File: src/sv/tcce_pkg.sv
// Package for the text console cursor engine: command codes, character codes,
// config register indexes and the queue entry types shared by all modules.
// No dependencies.
package tcce_pkg;

  // Draw command kinds on the result channel
  typedef enum logic [1:0] {
    CMD_GLYPH  = 2'd0,
    CMD_INVERT = 2'd1,
    CMD_SCROLL = 2'd2
  } cmd_kind_t;

  // Control characters
  localparam logic [7:0] CHAR_BS = 8'd8;
  localparam logic [7:0] CHAR_LF = 8'd10;
  localparam logic [7:0] CHAR_CR = 8'd13;

  // Config register indexes
  localparam logic [1:0] REG_ENABLE  = 2'd0;
  localparam logic [1:0] REG_COLUMNS = 2'd1;
  localparam logic [1:0] REG_ROWS    = 2'd2;

  localparam int CFG_DATA_W = 9;

  // One draw command before pixel expansion
  typedef struct packed {
    cmd_kind_t   kind;
    logic [7:0]  glyph;
    logic [7:0]  col;
    logic [6:0]  row;
  } draw_cmd_t;

  // All commands caused by one byte; last_idx is the index of the final one
  typedef struct packed {
    logic [1:0]      last_idx;
    draw_cmd_t [2:0] cmds;
  } byte_entry_t;

  // Head of the command queue as seen by the back end
  typedef struct packed {
    logic        valid;
    byte_entry_t entry;
  } q_head_t;

endpackage

File: src/sv/tcce_front.sv
// Front end: config registers, cursor state and byte classification.
// Builds one queue entry per accepted byte. Depends on tcce_pkg.
module tcce_front #(
  parameter int MAX_COLUMNS = 256,
  parameter int MAX_ROWS    = 128
) (
  input  logic                         clk,
  input  logic                         rst_n,
  input  logic                         cfg_wr_en,
  input  logic [1:0]                   cfg_index,
  input  logic [tcce_pkg::CFG_DATA_W-1:0] cfg_wdata,
  input  logic                         in_valid,
  input  logic                         in_stall,
  input  logic [7:0]                   in_char_code,
  output logic                         push,
  output tcce_pkg::byte_entry_t        push_entry
);

  localparam int COL_LIM_I = (MAX_COLUMNS < 256) ? MAX_COLUMNS : 256;
  localparam int ROW_LIM_I = (MAX_ROWS < 128) ? MAX_ROWS : 128;
  localparam logic [8:0] COL_LIM = 9'((COL_LIM_I < 1) ? 1 : COL_LIM_I);
  localparam logic [7:0] ROW_LIM = 8'((ROW_LIM_I < 1) ? 1 : ROW_LIM_I);

  logic       enable_r;
  logic [8:0] columns_r;
  logic [7:0] rows_r;
  logic [7:0] col_r, col_nxt;
  logic [6:0] row_r, row_nxt;

  logic [8:0] ncols, ncols_m1;
  logic [7:0] nrows, nrows_m1;
  logic [7:0] c_sat, c_bs;
  logic [6:0] r_sat, r_nl, bottom;
  logic [7:0] r_inc;
  logic [8:0] c_inc;
  logic       scroll;
  tcce_pkg::byte_entry_t entry;

  // Write config registers
  always_ff @(posedge clk) begin
    if (!rst_n) begin
      enable_r  <= 1'b0;
      columns_r <= 9'd80;
      rows_r    <= 8'd30;
    end else if (cfg_wr_en) begin
      unique case (cfg_index)
        tcce_pkg::REG_ENABLE:  enable_r  <= cfg_wdata[0];
        tcce_pkg::REG_COLUMNS: columns_r <= cfg_wdata;
        tcce_pkg::REG_ROWS:    rows_r    <= cfg_wdata[7:0];
        default: ;
      endcase
    end
  end

  assign push = in_valid && !in_stall && enable_r;

  // Clamp grid size and saturate cursor into the grid
  always_comb begin
    ncols = columns_r;
    if (ncols == 9'd0) ncols = 9'd1;
    if (ncols > COL_LIM) ncols = COL_LIM;
    nrows = rows_r;
    if (nrows == 8'd0) nrows = 8'd1;
    if (nrows > ROW_LIM) nrows = ROW_LIM;
    ncols_m1 = ncols - 9'd1;
    nrows_m1 = nrows - 8'd1;
    bottom   = nrows_m1[6:0];
    c_sat    = ({1'b0, col_r} >= ncols) ? ncols_m1[7:0] : col_r;
    r_sat    = ({1'b0, row_r} >= nrows) ? bottom : row_r;
    r_inc    = {1'b0, r_sat} + 8'd1;
    scroll   = (r_inc >= nrows);
    r_nl     = scroll ? bottom : r_inc[6:0];
    c_inc    = {1'b0, c_sat} + 9'd1;
    c_bs     = (c_sat == 8'd0) ? 8'd0 : c_sat - 8'd1;
  end

  // Classify the byte and build its command list
  always_comb begin
    entry.last_idx = 2'd1;
    entry.cmds[0]  = '{tcce_pkg::CMD_INVERT, 8'd0, c_sat, r_sat};
    entry.cmds[1]  = '{tcce_pkg::CMD_INVERT, 8'd0, c_sat, r_sat};
    entry.cmds[2]  = '{tcce_pkg::CMD_INVERT, 8'd0, c_sat, r_sat};
    col_nxt = c_sat;
    row_nxt = r_sat;
    priority if (in_char_code == tcce_pkg::CHAR_CR) begin
      // invert twice, cursor stays
    end else if (in_char_code == tcce_pkg::CHAR_BS) begin
      entry.cmds[1] = '{tcce_pkg::CMD_INVERT, 8'd0, c_bs, r_sat};
      col_nxt = c_bs;
    end else if (in_char_code == tcce_pkg::CHAR_LF || c_inc >= ncols) begin
      // new line, with scroll at the bottom row
      if (in_char_code != tcce_pkg::CHAR_LF) begin
        entry.cmds[0] = '{tcce_pkg::CMD_GLYPH, in_char_code, c_sat, r_sat};
      end
      if (scroll) begin
        entry.last_idx = 2'd2;
        entry.cmds[1]  = '{tcce_pkg::CMD_SCROLL, 8'd0, 8'd0, bottom};
        entry.cmds[2]  = '{tcce_pkg::CMD_INVERT, 8'd0, 8'd0, r_nl};
      end else begin
        entry.cmds[1]  = '{tcce_pkg::CMD_INVERT, 8'd0, 8'd0, r_nl};
      end
      col_nxt = 8'd0;
      row_nxt = r_nl;
    end else begin
      entry.cmds[0] = '{tcce_pkg::CMD_GLYPH, in_char_code, c_sat, r_sat};
      entry.cmds[1] = '{tcce_pkg::CMD_INVERT, 8'd0, c_inc[7:0], r_sat};
      col_nxt = c_inc[7:0];
    end
  end

  assign push_entry = entry;

  // Advance the cursor on every enabled byte
  always_ff @(posedge clk) begin
    if (!rst_n) begin
      col_r <= 8'd0;
      row_r <= 7'd0;
    end else if (push) begin
      col_r <= col_nxt;
      row_r <= row_nxt;
    end
  end

endmodule

File: src/sv/tcce_queue.sv
// Two-entry queue of per-byte command lists between front and back end.
// Depends on tcce_pkg.
module tcce_queue (
  input  logic                  clk,
  input  logic                  rst_n,
  input  logic                  push,
  input  tcce_pkg::byte_entry_t push_entry,
  input  logic                  pop,
  output logic                  full,
  output tcce_pkg::q_head_t     head
);

  tcce_pkg::byte_entry_t entries_r [2];
  logic       wr_ptr_r, rd_ptr_r;
  logic [1:0] count_r;

  assign full       = (count_r == 2'd2);
  assign head.valid = (count_r != 2'd0);
  assign head.entry = entries_r[rd_ptr_r];

  // Store pushed entries
  always_ff @(posedge clk) begin
    if (push) entries_r[wr_ptr_r] <= push_entry;
  end

  // Advance pointers and count
  always_ff @(posedge clk) begin
    if (!rst_n) begin
      wr_ptr_r <= 1'b0;
      rd_ptr_r <= 1'b0;
      count_r  <= 2'd0;
    end else begin
      if (push) wr_ptr_r <= !wr_ptr_r;
      if (pop)  rd_ptr_r <= !rd_ptr_r;
      unique case ({push, pop})
        2'b10:   count_r <= count_r + 2'd1;
        2'b01:   count_r <= count_r - 2'd1;
        default: count_r <= count_r;
      endcase
    end
  end

endmodule

File: src/sv/tcce_back.sv
// Back end: walks the queue head into the output register one command per
// cycle while not stalled, adds pixel coordinates and the last mark. Depends on tcce_pkg.
module tcce_back #(
  parameter int GLYPH_WIDTH  = 8,
  parameter int GLYPH_HEIGHT = 16
) (
  input  logic              clk,
  input  logic              rst_n,
  input  tcce_pkg::q_head_t head,
  output logic              pop,
  output logic              out_valid,
  input  logic              out_stall,
  output logic [1:0]        out_command,
  output logic [7:0]        out_glyph,
  output logic [7:0]        out_cell_column,
  output logic [6:0]        out_cell_row,
  output logic [10:0]       out_pixel_x,
  output logic [10:0]       out_pixel_y,
  output logic              out_last
);

  logic [1:0]  idx_r;
  logic        valid_r;
  logic [1:0]  command_r;
  logic [7:0]  glyph_r, col_out_r;
  logic [6:0]  row_out_r;
  logic [10:0] px_r, py_r;
  logic        last_r;

  logic                load, is_last;
  tcce_pkg::draw_cmd_t sel;

  assign load    = head.valid && (!valid_r || !out_stall);
  assign sel     = head.entry.cmds[idx_r];
  assign is_last = (idx_r == head.entry.last_idx);
  assign pop     = load && is_last;

  // Step through the commands of the head entry
  always_ff @(posedge clk) begin
    if (!rst_n) begin
      idx_r   <= 2'd0;
      valid_r <= 1'b0;
    end else begin
      if (load) idx_r <= is_last ? 2'd0 : idx_r + 2'd1;
      if (load) valid_r <= 1'b1;
      else if (!out_stall) valid_r <= 1'b0;
    end
  end

  // Load the output register; hold it while stalled
  always_ff @(posedge clk) begin
    if (load) begin
      command_r <= sel.kind;
      glyph_r   <= sel.glyph;
      col_out_r <= sel.col;
      row_out_r <= sel.row;
      px_r      <= {3'd0, sel.col} * 11'(GLYPH_WIDTH);
      py_r      <= {4'd0, sel.row} * 11'(GLYPH_HEIGHT);
      last_r    <= is_last;
    end
  end

  assign out_valid       = valid_r;
  assign out_command     = command_r;
  assign out_glyph       = glyph_r;
  assign out_cell_column = col_out_r;
  assign out_cell_row    = row_out_r;
  assign out_pixel_x     = px_r;
  assign out_pixel_y     = py_r;
  assign out_last        = last_r;

endmodule

File: src/sv/text_console_cursor_engine.sv
// Text console cursor engine, top level.
// Instantiates tcce_front, tcce_queue and tcce_back; depends on tcce_pkg.
//
// Usage: write enable (index 0), columns (1) and rows (2) through the cfg_
// port while idle. Send character bytes on the in_ channel (valid/stall).
// Each enabled byte yields two or three draw commands on the out_ channel,
// one transaction per cycle while out_stall is low, the final one marked by
// out_last. With enable clear, bytes are accepted and dropped without commands.
// With the queue and output register empty, the first command of a byte is
// written into the queue at its accepting edge and then into the output register.
// Throughput: the back end emits one command per cycle while out_stall is low,
// two or three per byte; the front end accepts a byte every cycle while the
// two-entry command queue has room.
// Reset: cursor at column 0, row 0; enable 0, 80 columns, 30 rows; queue
// and output register empty.
// Receiver stall: the output register holds its transaction, the back end
// stops, the queue fills and in_stall rises once both entries are taken.
module text_console_cursor_engine #(
  parameter int MAX_COLUMNS  = 256,
  parameter int MAX_ROWS     = 128,
  parameter int GLYPH_WIDTH  = 8,
  parameter int GLYPH_HEIGHT = 16
) (
  input  logic        clk,
  input  logic        rst_n,
  input  logic        cfg_wr_en,
  input  logic [1:0]  cfg_index,
  input  logic [8:0]  cfg_wdata,
  input  logic        in_valid,
  output logic        in_stall,
  input  logic [7:0]  in_char_code,
  output logic        out_valid,
  input  logic        out_stall,
  output logic [1:0]  out_command,
  output logic [7:0]  out_glyph,
  output logic [7:0]  out_cell_column,
  output logic [6:0]  out_cell_row,
  output logic [10:0] out_pixel_x,
  output logic [10:0] out_pixel_y,
  output logic        out_last
);

  logic                  push, pop, full;
  tcce_pkg::byte_entry_t push_entry;
  tcce_pkg::q_head_t     head;

  assign in_stall = full;

  tcce_front #(
    .MAX_COLUMNS(MAX_COLUMNS),
    .MAX_ROWS   (MAX_ROWS)
  ) u_front (
    .clk         (clk),
    .rst_n       (rst_n),
    .cfg_wr_en   (cfg_wr_en),
    .cfg_index   (cfg_index),
    .cfg_wdata   (cfg_wdata),
    .in_valid    (in_valid),
    .in_stall    (full),
    .in_char_code(in_char_code),
    .push        (push),
    .push_entry  (push_entry)
  );

  tcce_queue u_queue (
    .clk       (clk),
    .rst_n     (rst_n),
    .push      (push),
    .push_entry(push_entry),
    .pop       (pop),
    .full      (full),
    .head      (head)
  );

  tcce_back #(
    .GLYPH_WIDTH (GLYPH_WIDTH),
    .GLYPH_HEIGHT(GLYPH_HEIGHT)
  ) u_back (
    .clk            (clk),
    .rst_n          (rst_n),
    .head           (head),
    .pop            (pop),
    .out_valid      (out_valid),
    .out_stall      (out_stall),
    .out_command    (out_command),
    .out_glyph      (out_glyph),
    .out_cell_column(out_cell_column),
    .out_cell_row   (out_cell_row),
    .out_pixel_x    (out_pixel_x),
    .out_pixel_y    (out_pixel_y),
    .out_last       (out_last)
  );

endmodule

File: config.mk
export PLATFORM = sky130hd
export DESIGN_NAME = text_console_cursor_engine
export DESIGN_NICKNAME = d
export VERILOG_FILES = /design/src/sv/tcce_pkg.sv /design/src/sv/tcce_front.sv /design/src/sv/tcce_queue.sv /design/src/sv/tcce_back.sv /design/src/sv/text_console_cursor_engine.sv
export SDC_FILE = /design/constraint.sdc
export NUM_CORES = 1
export LEC_CHECK = 0
export ABC_AREA = 1
export BUFFER_PORTS_ARGS = -buffer_cell sky130_fd_sc_hd__buf_2
export CAP_MARGIN = 20
export CORE_ASPECT_RATIO = 0.8
export CORE_UTILIZATION = 57
export CTS_CLUSTER_DIAMETER = 100
export DETAILED_ROUTE_END_ITERATION = 7
export PLACE_DENSITY = 0.76
export SYNTH_ARGS = -nofsm -noshare
export SYNTH_HDL_FRONTEND = slang
export SYNTH_SLANG_ARGS = --single-unit
File: constraint.sdc
create_clock -name clk -period 6.27 [get_ports clk]
set_clock_uncertainty 0.05 [all_clocks]
set_input_delay 1.254 -clock clk [delete_from_list [all_inputs] [get_ports clk]]
set_output_delay 1.254 -clock clk [all_outputs]
set_load 0.01 [all_outputs]
Yosys cells after proc, flatten, opt, wreduce, memory -nomap -nowiden
Memories as Yosys holds them, arrays and structs flattened. A register that Yosys moved wholly into a read port is not among the register bits.
Cells that the tools add are included.
- input bits: 24
- bits in registers: 66
- RAM bits: 154
- memories: 1
- memory list (name ; words ; width ; rd ports ; clocked after Yosys merged registers in ; write ports ; line ; source):
    u_queue.entries_r ; 2 ; 77 ; 1 ; 1 ; 1 ; tcce_queue.sv:13 ; tcce_pkg::byte_entry_t entries_r [2];
- mux-type cells: 33
- magnitude comparators: 7
- reduce and logical (&&, ||, !) cells: 20
- equality and inequality tests: 11
- add/sub/neg operators: 8
- operators by type and width (cell ; number):
    25-bit two-way mux ; 4
    27-bit two-way mux ; 3
    77-bit two-way mux ; 1
    8-bit two-way mux ; 7
    25-bit binary-select mux with 2-bit select ; 1
    50-bit two-way mux ; 1
    7-bit two-way mux ; 5
    8-bit by 4-bit == test with 1-bit output (second input constant) ; 3
    24-bit two-way mux ; 1
    9-bit two-way mux ; 2
    8-bit logical NOT ; 2
    8-bit by 1-bit subtractor with 8-bit output (second input constant) ; 2
    8-bit by 1-bit adder with 9-bit output (second input constant) ; 1
    8-bit by 9-bit greater-or-equal comparator with 1-bit output ; 1
    9-bit greater-or-equal comparator ; 1
    9-bit greater-than comparator (second input constant) ; 1
    9-bit logical NOT ; 1
    7-bit by 1-bit adder with 8-bit output (second input constant) ; 1
    7-bit by 8-bit greater-or-equal comparator with 1-bit output ; 1
    8-bit greater-or-equal comparator ; 1
    8-bit greater-than comparator (second input constant) ; 1
    8-bit by 4-bit != test with 1-bit output (second input constant) ; 1
    7-bit by 1-bit subtractor with 7-bit output (second input constant) ; 1
    2-bit == test (second input constant) ; 3
    15 further kinds ; 33

Logic depth before layout (Yosys ltp)
Gate-level depths: netlist (run 1).
- depth after elaboration: 13
- gate-level depth with buffers: 35
- gate-level depth less buffers: 34

Modules after synthesis
A second synthesis (run 1) with hierarchy kept.
- cell total of the unflattened synthesis: 1122
- area total of the unflattened synthesis: 11589.9 um^2
- modules (own cells, without submodules) (module ; instances ; cells an instance ; area an instance (um^2)):
    tcce_queue ; 1 ; 275 ; 5918.2
    tcce_front ; 1 ; 654 ; 3961.3
    tcce_back ; 1 ; 193 ; 1710.4

Least setup slack after synthesis (run 1)
No wires, ideal clock.
- path type: input -> register
- start: in in_valid
- end: mem u_queue.entries_r[1][0] (netlist name) (enable)
- buffers on the path: 0
- arrival time: 4.282 ns
- path slack: 1.466 ns
- stages: 4
- setup time: 0.472 ns
- cells stage by stage: nand2_1 > nor2_1 > clkinv_1 > nor2_1
- cells in the longest elaborated chain, start to end: 4
- ends and longest elaborated chain (what ; line ; source):
    start, declared ; text_console_cursor_engine.sv:29 ; input logic in_valid,
    1-bit logical AND (2 in a row) ; tcce_front.sv:55 ; assign push = in_valid && !in_stall && enable_r;
    1-bit two-way mux ; tcce_queue.sv:23 ; if (push) entries_r[wr_ptr_r] <= push_entry;
    1-bit two-way mux (not written as such) ; tcce_queue.sv:23 ;
    end, declared ; tcce_queue.sv:13 ;
Every way passes these cells.

Worst setup path in the final report (run 1)
- start: reg u_front.columns_r[0]
- end: reg u_front.row_r[1]
- cells in the longest elaborated chain, start to end: 12
- elaborated cells between the ends (all ways): 13
- classes of those cells: add/sub: 2; order compare: 3; mux: 6; reduce/logical: 2
- ends and longest elaborated chain (what ; line ; source):
    start, declared ; tcce_front.sv:25 ; logic [8:0] columns_r;
    start signal, assigned ; tcce_front.sv:48 ; tcce_pkg::REG_COLUMNS: columns_r <= cfg_wdata;
    9-bit logical NOT ; tcce_front.sv:60 ; if (ncols == 9'd0) ncols = 9'd1;
    9-bit two-way mux (*) ; tcce_front.sv:60 ;
    9-bit greater-than comparator ; tcce_front.sv:61 ; if (ncols > COL_LIM) ncols = COL_LIM;
    9-bit two-way mux (*) ; tcce_front.sv:61 ;
    8-bit by 1-bit subtractor with 8-bit output or 8-bit by 9-bit greater-or-equal comparator with 1-bit output (tied branches) ; tcce_front.sv:65, tcce_front.sv:68 ;
    8-bit two-way mux ; tcce_front.sv:68 ; c_sat = ({1'b0, col_r} >= ncols) ? ncols_m1[7:0] : col_r;
    8-bit by 1-bit adder with 9-bit output ; tcce_front.sv:73 ; c_inc = {1'b0, c_sat} + 9'd1;
    9-bit greater-or-equal comparator (*) ; tcce_front.sv:90 ; end else if (in_char_code == tcce_pkg::CHAR_LF || c_inc >= ncols) begin
    1-bit logical OR (*) ; tcce_front.sv:90 ;
    7-bit two-way mux (*) ; tcce_front.sv:90 ;
    7-bit two-way mux (*) ; tcce_front.sv:87 ; end else if (in_char_code == tcce_pkg::CHAR_BS) begin
    7-bit two-way mux (*) ; tcce_front.sv:85 ; priority if (in_char_code == tcce_pkg::CHAR_CR) begin
    end signal, assigned ; tcce_front.sv:120 ; row_r <= row_nxt;
    end, declared ; tcce_front.sv:28 ; logic [6:0] row_r, row_nxt;
Mark *: on every way between the ends. The rest lies on a longest branch, timed or not.
A chain may end at the register's enable or synchronous reset.

==> implementation parameters, run 1 <==
Parameter                              Value

Clock network
  Number of resized instances in the post-cts repair step ... 0
  Count of clock tree sinks ... 179
  Maximum level of the CTS H-tree ... 4
  Number of CTS-inserted buffers ... 17
  Library cell used as clock root buffer ... sky130_fd_sc_hd__clkbuf_16
  Clock latency at the later pin of the worst-skew pair ... ~0.43 ns
  TritonCTS clock tree ... built
  Clk buf depth ... 2
  Setup fix buffers added after clock tree synthesis ... 0
  Clock transition at the registers of the reported paths ... 0.06 ns
  Hold-fix buffers, CTS ... 0

Synth
  Portion of netlist area occupied by mux cells ... 0.002183
  Most repeated cell in the gate-level netlist after synthesis ... sky130_fd_sc_hd__nand2_1
  Sequential share of the synthesized area ... 0.5413
  FF+latch count, synth ... 179
  Main combinational cell family by area after synthesis ... simple AND/OR/NAND/NOR gates
  Share of Yosys cell area claimed by the top area cell type ... 0.4518
  Area share of fa/ha/maj cells after synthesis ... 0.05184
  Mean instance size in the synthesized netlist ... ~9.3 sq um
  Count of distinct cell types in the synthesized netlist ... 51
  Share of the synthesized area in compound gates (AO/OA/AOI/OAI) ... 0.1192
  Top post-synthesis cells by count ... sky130_fd_sc_hd__nand2_1 (173), sky130_fd_sc_hd__edfxtp_1 (138), sky130_fd_sc_hd__nor2_1 (130)
  Leading register cell type out of synthesis ... sky130_fd_sc_hd__edfxtp_1
  Yosys warnings ... 0
  Ranking of synthesized cells by area ... sky130_fd_sc_hd__edfxtp_1 (45%), sky130_fd_sc_hd__dfxtp_1 (8.9%), sky130_fd_sc_hd__nand2_1 (7.1%)
  Count of flip-flops with a built-in enable after synthesis ... 138
  Simple logic cell fraction of the synthesized area ... 0.1925
  Cell count after synthesis ... about 990
  Dominant cell type by area after synthesis ... sky130_fd_sc_hd__edfxtp_1
  Area of the mapped netlist ... 0.009171 sq mm
  Share of the synthesized netlist area taken by xor and xnor gates ... 0.01623
  Async set-reset flop share out of synthesis ... 0

Global route
  Initial antenna violation count ... 0
  Global-route total usage across every layer ... 0.2601
  Wire length of the first global-routing pass ... roughly 33 mm
  Congestion Overflow GR ... 0
  Largest net degree at the start of global routing ... between 50 and 60
  Number of global-route vias before repair ... 6161

Worst setup path
  Kind of launch point of the worst setup path ... flop
  Critical Setup Path Class ... reg2reg
  Nature of the critical path endpoint ... flop
  Critical Path Most Common Cell ... sky130_fd_sc_hd__nand2_1
  Worst flop-to-flop path startpoint ... u_front.columns_r[0]
  Required time at the endpoint of the critical path ... roughly 6.6 ns
  Worst Path Arrival ... 5.69 ns
  Crit path max-delay cell type ... sky130_fd_sc_hd__o221ai_1
  Largest stage delay, worst path ... 0.56 ns
  Worst setup path start ... u_front.columns_r[0]
  Largest fanout on the critical path ... 17

Timing
  Max-slew violation count ... 0
  Setup TNS ... 0 ns
  RSZ-0062 raised after global routing ... no
  Peak clock frequency supported by timing ... roughly 190 MHz
  Final setup viols ... 0
  Final cycle utilization of the critical path ... 0.8564
  Worst rel slew slack ... 0.2919
  Clock period minus final worst setup slack ... 5.370 ns
  Tightest Pin Transition ... around 1.1 ns
  Hold Violations, Final ... 0

Min path
  Type of the tightest min-delay check ... reg2reg
  Min-delay src ... u_front.rows_r[0]

Final layout
  Number of diodes added for antenna fixing ... 0
  Synthesis-to-layout area growth ... 10.74%
  Layout cells sized above 1 ... 0.1517
  Net total in the final layout ... between 1000 and 1500
  Final core utilization ... 0.6449

Route
  Final WL ... about 20 mm
  DRC violations left ... 0
  DRT antenna net count ... 0
  Average wire length per cell after detail routing ... 16.27 microns
  First-pass iteration count of the detailed router ... 6
  Drt via density ... about 5.6
  Overall via count from detail_route ... about 7000
  Drt first-iter violations ... around 690

Floorplan
  Chip Height ... 115.5 microns
  Total die area ... 0.01660 sq mm
  Initial core utilization ... 0.5823
  Number of ports placed on the die boundary ... 74
  Die span in x ... ~140 microns
  Floorplan row count ... 41
  Core Area ... 0.01575 sq mm

Outcome
  Result of the run ... finished clean

Run
  Number of violations of the max-capacitance limit ... 0

Placement
  Count of buffers inserted at the top-level ports ... 66
  Gpl congestion ... 0.9354
  Detail Placement HPWL ... about 14 mm

Power and ir drop
  Maximum ir drop on the vdd rail ... 0.0002237 V
  Leakage Power ... approximately 0.0044 uW
  Total power density per cell area ... ~280 mW/mm^2
report_power, final:
group | leakage, uW | internal, uW | switching, uW
Sequential | 0.00161 | 1330 | 15.9
Combinational | 0.00251 | 139 | 317
Clock | 0.000280 | 564 | 479
metal layers:
| layer | GRT usage | wire length (microns) |
|---|---|---|
| met5 | 0 | 0 |
| met4 | 0.07730 | 264 |
| met3 | 0.04174 | 1478 |
| met2 | 0.3733 | 8778 |
| met1 | 0.4041 | 10030 |
path summary, 6_finish.rpt:
kind                                           to  slack (ns)  cells past startpoint
worst min-delay path            u_front.rows_r[0]        0.43                      2
worst min register to register  u_front.rows_r[0]        0.43                      2
worst max-delay path             u_front.row_r[1]        0.90                     27
worst max register to register   u_front.row_r[1]        0.90                     27
cell families (layout without fill, tap and decap cells):
kind of cell | after synthesis | in the layout
AO/OA/AOI/OAI | 193 | 193
flip-flops | 179 | 179
multiplexers | 2 | 2
XOR/XNOR | 17 | 17
other | 1 | 7
AND/OR/NAND/NOR | 398 | 398
buffers and inverters | 160 | 214
adder cells (fa/ha/maj) | 38 | 38
critical path, delay by kind of cell (launching register included):
| family | cells | cell delay, ns |
|---|---|---|
| buffers and inverters | 4 | 0.34 |
| and+or+nand+nor | 15 | 2.00 |
| adders and majority gates | 3 | 0.89 |
| DFF | 1 | 0.34 |
| AOI/OAI and AO/OA | 5 | 1.66 |
through the flow:
| step | cells | worst slack (ns) | power (uW) | hold WS (ns) | area, sq um |
|---|---|---|---|---|---|
| final | 1263 | 0.9001 | 2847 | 0.4331 | 10160 |
| after global routing | 1263 | 0.3286 | 2959 | 0.4522 | 10160 |
| after CTS | 1263 | 0.9910 | 2847 | 0.4310 | 10160 |
| after detailed placement | 1231 | 1.012 | 1817 | 0.4202 | 9570 |
| after global placement | 1231 | 1.152 | 1811 | 0.4030 | 9570 |
| after floorplan | 994 | 1.466 | 1695 | 0.3948 | 9194 |
flip-flops by register name, indices dropped and copies added (netlist names), named ones only:
signal and flops:
u_queue.rd_ptr_r 1, u_front.enable_r 1, u_back.out_last 1, u_front.col_r 8, u_queue.entries_r 112, u_back.out_cell_row 7
u_queue.wr_ptr_r 1, u_back.idx_r 2, u_back.out_glyph 8, u_back.out_cell_column 8, u_back.out_command 2, u_queue.count_r 2
u_front.row_r 7, u_front.columns_r 9, u_front.rows_r 8, u_back.out_valid 1
layout make-up:
class | instances | area, sq um
well taps | 215 | 269.0
clock inverters | 15 | 160.2
flip-flops and latches | 179 | 4965
repair buffers | 73 | 382.9
multi-input cells | 655 | 3545
fillers | 1244 | 5593
inverters | 109 | 409.1
clock buffers | 17 | 425.4
layout by cell type (no fill, tap or decap), drive strengths merged, types with 2 or more instances in the layout:
cell type	Yosys	layout
clkinvlp	0	3
o21a	6	6
ha	38	38
nand3	41	41
clkbuf	26	17
o211ai	2	2
o22ai	8	8
inv	106	114
o2111ai	2	2
o21bai	2	2
nor4	5	5
clkinv	3	6
buf	25	73
mux2i	2	2
edfxtp	138	138
xnor2	3	3
o21ai	116	116
nand4	14	14
nand2	185	185
a21oi	45	45
xor2	14	14
o221ai	8	8
or2	5	5
nor2	137	137
dfxtp	41	41
conb	1	7
nor3	9	9
No activity file was read; power rests on OpenSTA's default activity.
==> run 2: changes to the inputs <==
--- a/config.mk
+++ b/config.mk
@@ -5,14 +5,13 @@
 export SDC_FILE = /design/constraint.sdc
 export NUM_CORES = 1
 export LEC_CHECK = 0
-export ABC_AREA = 1
-export BUFFER_PORTS_ARGS = -buffer_cell sky130_fd_sc_hd__buf_2
 export CAP_MARGIN = 20
 export CORE_ASPECT_RATIO = 0.8
 export CORE_UTILIZATION = 57
 export CTS_CLUSTER_DIAMETER = 100
 export DETAILED_ROUTE_END_ITERATION = 7
-export PLACE_DENSITY = 0.76
+export DONT_BUFFER_PORTS = 1
+export PLACE_DENSITY = 0.72
 export SYNTH_ARGS = -nofsm -noshare
 export SYNTH_HDL_FRONTEND = slang
 export SYNTH_SLANG_ARGS = --single-unit
==> implementation parameters, run 2 <==
Parameter                              Value

Route
  Drt first-iter violations ... 667
  Average wire length per cell after detail routing ... 21.95 microns
  DRT antenna net count ... 0
  Drt via density ... around 6.3
  Final WL ... 22.41 mm
  First-pass iteration count of the detailed router ... 5
  Overall via count from detail_route ... 6467
  DRC violations left ... 0

Power and ir drop
  Total power density per cell area ... ~260 mW/mm^2
  Part of the total power dissipated in the clock network ... 0.421
  Leakage Power ... 0.003846 uW
  Fraction of power spent switching nets ... 0.2541
  Internal power consumption ... between 1500 and 2000 uW
  Switching power of the nets ... 660.5 uW
  Power share of the sequential group ... 0.503
  Maximum ir drop on the vdd rail ... ~0.00019 V
  Combinational power share ... 0.076
  Total chip power ... 2599 uW

Synth
  Dominant cell type by area after synthesis ... sky130_fd_sc_hd__edfxtp_1
  Area share of fa/ha/maj cells after synthesis ... 0.05017
  Portion of netlist area occupied by mux cells ... 0.1013
  Simple logic cell fraction of the synthesized area ... 0.1271
  Share of the synthesized area in compound gates (AO/OA/AOI/OAI) ... 0.1195
  Share of Yosys cell area claimed by the top area cell type ... 0.4372
  Leading register cell type out of synthesis ... sky130_fd_sc_hd__edfxtp_1
  Yosys warnings ... 0
  Async set-reset flop share out of synthesis ... 0
  Mean instance size in the synthesized netlist ... 11.67 sq um
  Cell count after synthesis ... 812
  Share of the synthesized netlist area taken by xor and xnor gates ... 0.01941
  Count of distinct cell types in the synthesized netlist ... 85
  Most repeated cell in the gate-level netlist after synthesis ... sky130_fd_sc_hd__edfxtp_1
  Main combinational cell family by area after synthesis ... simple AND/OR/NAND/NOR gates
  Sequential share of the synthesized area ... 0.5238
  Count of flip-flops with a built-in enable after synthesis ... 138
  FF+latch count, synth ... ~180
  Ranking of synthesized cells by area ... sky130_fd_sc_hd__edfxtp_1 (44%), sky130_fd_sc_hd__dfxtp_1 (8.7%), sky130_fd_sc_hd__mux2i_1 (5.7%)
  Area of the mapped netlist ... roughly 0.0095 sq mm
  Top post-synthesis cells by count ... sky130_fd_sc_hd__edfxtp_1 (138), sky130_fd_sc_hd__nand2_1 (55), sky130_fd_sc_hd__mux2i_1 (54)

Min path
  Type of the tightest min-delay check ... reg2reg
  Hold Path Cell Cnt ... 2

Final layout
  Filler Cells Inserted ... between 1000 and 1500
  Final design instance area without fill ... 0.01013 sq mm
  Top reg by flops ... u_queue.entries_r
  Max reg flops ... 112
  Synthesis-to-layout area growth ... 6.904%
  Most frequent cells in the layout ... sky130_fd_sc_hd__edfxtp_1 (138), sky130_fd_sc_hd__nand2_1 (55), sky130_fd_sc_hd__mux2i_1 (54), sky130_fd_sc_hd__inv_1 (47), sky130_fd_sc_hd__nor2_1 (44)
  Area of combinational cells with multiple inputs ... 0.003991 sq mm
  Largest registers in the final layout ... u_queue.entries_r: 112 flops, u_front.columns_r: 9 flops
  Most common cell after layout, fill and taps aside ... sky130_fd_sc_hd__edfxtp_1
  Layout cells sized above 1 ... 0.1290
  Register area ... 0.004966 sq mm
  Number of diodes added for antenna fixing ... 0
  Net total in the final layout ... 855

Timing
  Clock period minus final worst setup slack ... 5.836 ns
  RSZ-0062 raised after global routing ... no
  Final setup viols ... 0
  Final cycle utilization of the critical path ... 0.9308
  Hold Violations, Final ... 0
  Worst rel slew slack ... 0.2892
  Peak clock frequency supported by timing ... 171.3 MHz
  Tightest Pin Transition ... approximately 1.1 ns
  Setup TNS ... 0 ns
  Minimum setup slack in the final design ... 0.4337 ns
  Max-slew violation count ... 0

Global route
  Congestion Overflow GR ... 0
  Global-route total usage across every layer ... 0.2668
  Number of global-route vias before repair ... roughly 6300
  Largest net degree at the start of global routing ... 57
  Initial antenna violation count ... 0
  Wire length of the first global-routing pass ... 34.89 mm

Floorplan
  Initial core utilization ... 0.5922
  Core Area ... 0.01601 sq mm
  Number of ports placed on the die boundary ... 74
  Total die area ... about 0.017 sq mm
  Chip Height ... ~120 microns
  Floorplan row count ... 41
  Die span in x ... 146.2 microns

Worst setup path
  Crit-path cells ... or3_1 > nor3_1 > a21o_2 > nand2_1 > inv_1 > ha_1 > nor2b_1 > o21ai_1 > a221o_2 > a21boi_1 > inv_1 > ha_1 > nand3_1 > xor2_1 > o22ai_1 > ha_1 > o2111ai_1 > o221ai_1 > o21a_1 > o21ai_2 > or3_1 > a21oi_1 > nor2_1
  Worst R2R Path Depth ... 23
  Largest fanout on the critical path ... 12
  Worst Path Arrival ... roughly 6.0 ns
  Critical Setup Path Class ... reg2reg
  Crit path max-delay cell type ... sky130_fd_sc_hd__a221o_2
  Critical Path Most Common Cell ... sky130_fd_sc_hd__ha_1
  Nature of the critical path endpoint ... flop
  Required time at the endpoint of the critical path ... 6.39 ns
  Kind of launch point of the worst setup path ... flop
  Largest stage delay, worst path ... 0.56 ns

Placement
  Gpl congestion ... about 0.92
  Worst setup timing slack at the placement stage ... between 0.3 and 0.4 ns
  Post-DP Area ... 0.009515 sq mm
  Detail Placement HPWL ... roughly 16 mm
  Count of buffers inserted at the top-level ports ... 0

Clock network
  Count of clock tree sinks ... 179
  Clock latency at the later pin of the worst-skew pair ... 0.43 ns
  Setup fix buffers added after clock tree synthesis ... 0
  Number of CTS-inserted buffers ... 17
  Clk buf depth ... 2
  Maximum level of the CTS H-tree ... 4
  TritonCTS clock tree ... built
  Clock transition at the registers of the reported paths ... 0.07 ns
  Library cell used as clock root buffer ... sky130_fd_sc_hd__clkbuf_16
  Hold-fix buffers, CTS ... 0

Outcome
  Result of the run ... finished clean

Run
  Number of violations of the max-capacitance limit ... 0
## run 2: stage by stage
| stage | hold WS [ns] | instances | utilization |
|---|---|---|---|
| floorplan | 0.4176 | 818 | - |
| global placement | 0.4430 | 989 | 0.5945 |
| detailed placement | 0.4564 | 989 | 0.5945 |
| CTS | 0.4768 | 1021 | 0.6331 |
| global route | 0.5057 | 1021 | 0.6331 |
| finish | 0.4795 | 1021 | 0.6331 |
## run 2: power groups by stage
stage | logic, uW | clock network [uW] | registers [uW]
after global placement | 188 | 0 | 1330
after detailed placement | 194 | 0 | 1330
final | 198 | 1090 | 1310
after global routing | 217 | 1150 | 1310
after CTS | 196 | 1100 | 1310
after floorplan | 158 | 0 | 1330
## run 2: routing by layer
metal  GRT usage  part of all wire  vias up
met5           0                 0        -
met4     0.07422             0.011        0
met3     0.05097             0.074       19
met2      0.3920              0.44      266
met1      0.4023              0.47     3219
li1            -                 -     2963
## run 2: critical path, delay by kind of cell, from the launching register on
family / cells / cell delay [ns]
DFF: 1 / 0.39
AOI/OAI and AO/OA: 10 / 2.41
buffers and inverters: 2 / 0.24
adders and majority gates: 3 / 0.83
and+or+nand+nor: 7 / 1.51
xor gates and xnor gates: 1 / 0.16
## run 2: path summary, 6_finish.rpt
path                                      startpoint                        to  slack (ns)
worst max-delay path            u_front.columns_r[5]  u_queue.entries_r[0][30]        0.43
worst min register to register    u_queue.count_r[1]        u_queue.count_r[1]        0.48
worst max register to register  u_front.columns_r[5]  u_queue.entries_r[0][30]        0.43
worst min-delay path              u_queue.count_r[1]        u_queue.count_r[1]        0.48
## run 2: logic make-up after synthesis
kind of cell	after synthesis
AO/OA/AOI/OAI	168
XOR/XNOR	21
adder cells (fa/ha/maj)	38
buffers and inverters	108
flip-flops	179
multiplexers	74
other	1
AND/OR/NAND/NOR	223
## run 2: area by class of cell
class                   count  area share
flip-flops and latches    179      0.4901
multi-input cells         531      0.3939
clock buffers              17     0.04199
well taps                 215     0.02655
clock inverters            15     0.01889
inverters                  51     0.01889
repair buffers             13    0.009632
## run 2: timing repair
action / CTS / global route
endpoints found under the setup margin: 0 / 18
hold endpoints to repair: 0 / 0
gates resized for setup: 0 / 2
==> run 3: changes to the inputs <==
--- a/config.mk
+++ b/config.mk
@@ -11,7 +11,7 @@
 export CTS_CLUSTER_DIAMETER = 100
 export DETAILED_ROUTE_END_ITERATION = 7
 export DONT_BUFFER_PORTS = 1
-export PLACE_DENSITY = 0.72
+export PLACE_DENSITY = 0.77
 export SYNTH_ARGS = -nofsm -noshare
 export SYNTH_HDL_FRONTEND = slang
 export SYNTH_SLANG_ARGS = --single-unit
==> implementation parameters, run 3 (synthesis gave the netlist of run 2 again) <==
Parameter                              Value

Floorplan
  Chip Height ... 117.3 microns
  Floorplan row count ... 41
  Initial core utilization ... 0.5922
  Number of ports placed on the die boundary ... 74
  Core Area ... 0.01601 sq mm
  Die span in x ... 146.2 microns
  Total die area ... approximately 0.017 sq mm

Worst setup path
  Worst R2R Path Depth ... 22
  Critical Setup Path Class ... reg2reg
  Worst Path Arrival ... 5.94 ns
  Cell family with most CP delay ... compound AO/OA/AOI/OAI gates
  R2r setup slk ... around 0.44 ns
  Required time at the endpoint of the critical path ... 6.37 ns
  Worst flop-to-flop path startpoint ... u_front.columns_r[5]
  Critical Path Most Common Cell ... sky130_fd_sc_hd__ha_1
  Largest stage delay, worst path ... 0.40 ns
  Crit path max-delay cell type ... sky130_fd_sc_hd__a221o_2
  Largest fanout on the critical path ... 7
  Critical register-to-register path endpoint ... u_queue.entries_r[1][29]
  Nature of the critical path endpoint ... flop
  Worst path buffer plus inverter count ... 2
  Crit-path cells ... or3_1 > nor3_1 > a21o_2 > nand2_1 > inv_1 > ha_1 > nor2b_1 > o21ai_1 > a221o_2 > a21boi_1 > inv_1 > ha_1 > xnor2_1 > ha_1 > a211o_1 > a31oi_1 > o221ai_1 > o21a_1 > o21a_1 > and2_1 > a311oi_1 > nand2_1
  Kind of launch point of the worst setup path ... flop

Final layout
  Layout cells sized above 1 ... 0.1324
  Top reg by flops ... u_queue.entries_r
  Register area ... 0.004966 sq mm
  Area of combinational cells with multiple inputs ... 0.003995 sq mm
  Largest registers in the final layout ... u_queue.entries_r: 112 flops, u_front.columns_r: 9 flops
  Net total in the final layout ... 857
  Number of diodes added for antenna fixing ... 0
  Non-filler instance count after layout ... 1023
  Synthesis-to-layout area growth ... 7.194%
  Most common cell after layout, fill and taps aside ... sky130_fd_sc_hd__edfxtp_1
  Filler Cells Inserted ... around 1200
  Most frequent cells in the layout ... sky130_fd_sc_hd__edfxtp_1 (138), sky130_fd_sc_hd__nand2_1 (55), sky130_fd_sc_hd__mux2i_1 (54), sky130_fd_sc_hd__inv_1 (47), sky130_fd_sc_hd__nor2_1 (44)
  Max reg flops ... 112

Route
  Overall via count from detail_route ... between 6000 and 7000
  DRT antenna net count ... 0
  DRC violations left ... 0
  Drt via density ... 6.361
  Final WL ... 22.14 mm
  Drt first-iter violations ... 697
  First-pass iteration count of the detailed router ... 5
  Average wire length per cell after detail routing ... 21.64 microns

Global route
  Number of global-route vias before repair ... 6425
  Congestion Overflow GR ... 0
  Initial antenna violation count ... 0
  Wire length of the first global-routing pass ... 35.12 mm
  Largest net degree at the start of global routing ... 44
  Global-route total usage across every layer ... 0.2661

Clock network
  TritonCTS clock tree ... built
  Number of CTS-inserted buffers ... 17
  Clock latency at the later pin of the worst-skew pair ... roughly 0.44 ns
  Clk buf depth ... 2
  Library cell used as clock root buffer ... sky130_fd_sc_hd__clkbuf_16
  Setup fix buffers added after clock tree synthesis ... 0
  Clock transition at the registers of the reported paths ... 0.08 ns
  Count of clock tree sinks ... 179
  Maximum level of the CTS H-tree ... 4
  Hold-fix buffers, CTS ... 0

Placement
  Detail Placement HPWL ... 15.85 mm
  Count of buffers inserted at the top-level ports ... 0
  Gpl congestion ... 0.9497
  Post-placement cell count ... ~1000

Min path
  Min-delay src ... u_front.row_r[1]
  Type of the tightest min-delay check ... reg2reg
  Hold Path Cell Cnt ... 2
  End of the worst hold path ... u_front.row_r[1]

Timing
  Setup TNS ... 0 ns
  Final cycle utilization of the critical path ... 0.9302
  Max-slew violation count ... 0
  Tightest Pin Transition ... 1.050 ns
  Peak clock frequency supported by timing ... between 150 and 200 MHz
  Hold_ws ... 0.4687 ns
  Hold Violations, Final ... 0
  RSZ-0062 raised after global routing ... no
  Clock period minus final worst setup slack ... 5.832 ns
  Final setup viols ... 0
  Worst rel slew slack ... 0.2990

Power and ir drop
  Total chip power ... around 2600 uW
  Leakage Power ... 0.003853 uW
  Total power density per cell area ... about 260 mW/mm^2
  Maximum ir drop on the vdd rail ... 0.0002042 V

Outcome
  Result of the run ... finished clean

Run
  Number of violations of the max-capacitance limit ... 0
run 3: changes by cell type in the layout (fill, tap and decap cells not counted):
cell,previous run,this run
sky130_fd_sc_hd__clkinvlp_4,1,2
sky130_fd_sc_hd__o21ai_0,31,30
sky130_fd_sc_hd__inv_12,0,1
sky130_fd_sc_hd__clkinv_8,5,4
sky130_fd_sc_hd__inv_8,4,5
sky130_fd_sc_hd__a21oi_1,24,23
sky130_fd_sc_hd__clkinv_2,2,0
sky130_fd_sc_hd__a21oi_2,1,2
sky130_fd_sc_hd__o21ai_1,8,9
sky130_fd_sc_hd__buf_4,13,15
run 3: per-stage QoR:
step | util | cell area, sq um | setup WS [ns]
after floorplan | - | 9500 | 0.7399
after global placement | 0.5955 | 9530 | 0.5603
after global routing | 0.6348 | 10160 | 0.05553
after detailed placement | 0.5955 | 9530 | 0.4147
after CTS | 0.6345 | 10160 | 0.3488
final | 0.6348 | 10160 | 0.4376
run 3: worst register-to-register path: stages (launching register included):
cell,delay (ns)
sky130_fd_sc_hd__dfxtp_1,0.39
sky130_fd_sc_hd__or3_1,0.39
sky130_fd_sc_hd__nor3_1,0.26
sky130_fd_sc_hd__a21o_2,0.19
sky130_fd_sc_hd__nand2_1,0.07
sky130_fd_sc_hd__inv_1,0.10
sky130_fd_sc_hd__ha_1,0.23
sky130_fd_sc_hd__nor2b_1,0.11
sky130_fd_sc_hd__o21ai_1,0.14
sky130_fd_sc_hd__a221o_2,0.40
sky130_fd_sc_hd__a21boi_1,0.33
sky130_fd_sc_hd__inv_1,0.17
sky130_fd_sc_hd__ha_1,0.31
sky130_fd_sc_hd__xnor2_1,0.33
sky130_fd_sc_hd__ha_1,0.31
sky130_fd_sc_hd__a211o_1,0.26
sky130_fd_sc_hd__a31oi_1,0.16
sky130_fd_sc_hd__o221ai_1,0.15
sky130_fd_sc_hd__o21a_1,0.20
sky130_fd_sc_hd__o21a_1,0.29
sky130_fd_sc_hd__and2_1,0.17
sky130_fd_sc_hd__a311oi_1,0.37
sky130_fd_sc_hd__nand2_1,0.17
run 3: timing repair:
action / 4_1_cts / 5_1_grt
resized for setup: 0 / 4
endpoints found under the setup margin: 0 / 24
hold endpoints to repair: 0 / 0
run 3: final cells by class:
cell class                      instances  share of cell area
Timing Repair Buffer                   15             0.01108
Inverter                               51             0.01884
Clock inverter                         15             0.01970
Tap cell                              215             0.02648
Sequential cell                       179              0.4888
Clock buffer                           17             0.04187
Multi-Input combinational cell        531              0.3932
run 3: worst max-delay path by stage:
stage / from / to / slack [ns] / depth (start not counted)
floorplan: u_front.columns_r[4] / u_queue.entries_r[0][56] / 0.74 / 28
detailed placement: u_front.columns_r[5] / u_queue.entries_r[0][29] / 0.41 / 22
CTS: u_front.columns_r[5] / u_queue.entries_r[1][29] / 0.35 / 22
global placement: u_front.columns_r[5] / u_queue.entries_r[1][29] / 0.56 / 22
finish: u_front.columns_r[5] / u_queue.entries_r[1][29] / 0.44 / 22
global route: u_front.columns_r[5] / u_queue.entries_r[1][50] / 0.06 / 22
run 3: power by group:
group / switching [uW] / total (uW) / internal [uW] / leakage, uW
Combinational: 129 / 204 / 74.6 / 0.00194
Clock: 537 / 1120 / 582 / 0.000298
Sequential: 17.0 / 1310 / 1290 / 0.00161
Total: 683 / 2630 / 1950 / 0.00385
run 3: layer usage:
metal | track usage | routed length [microns] | vias up
met1 | 0.3885 | 10200 | 3232
met2 | 0.4086 | 10100 | 289
met3 | 0.05681 | 1613 | 19
met4 | 0.05794 | 226 | 0
li1 | - | - | 2967
met5 | 0 | 0 | -
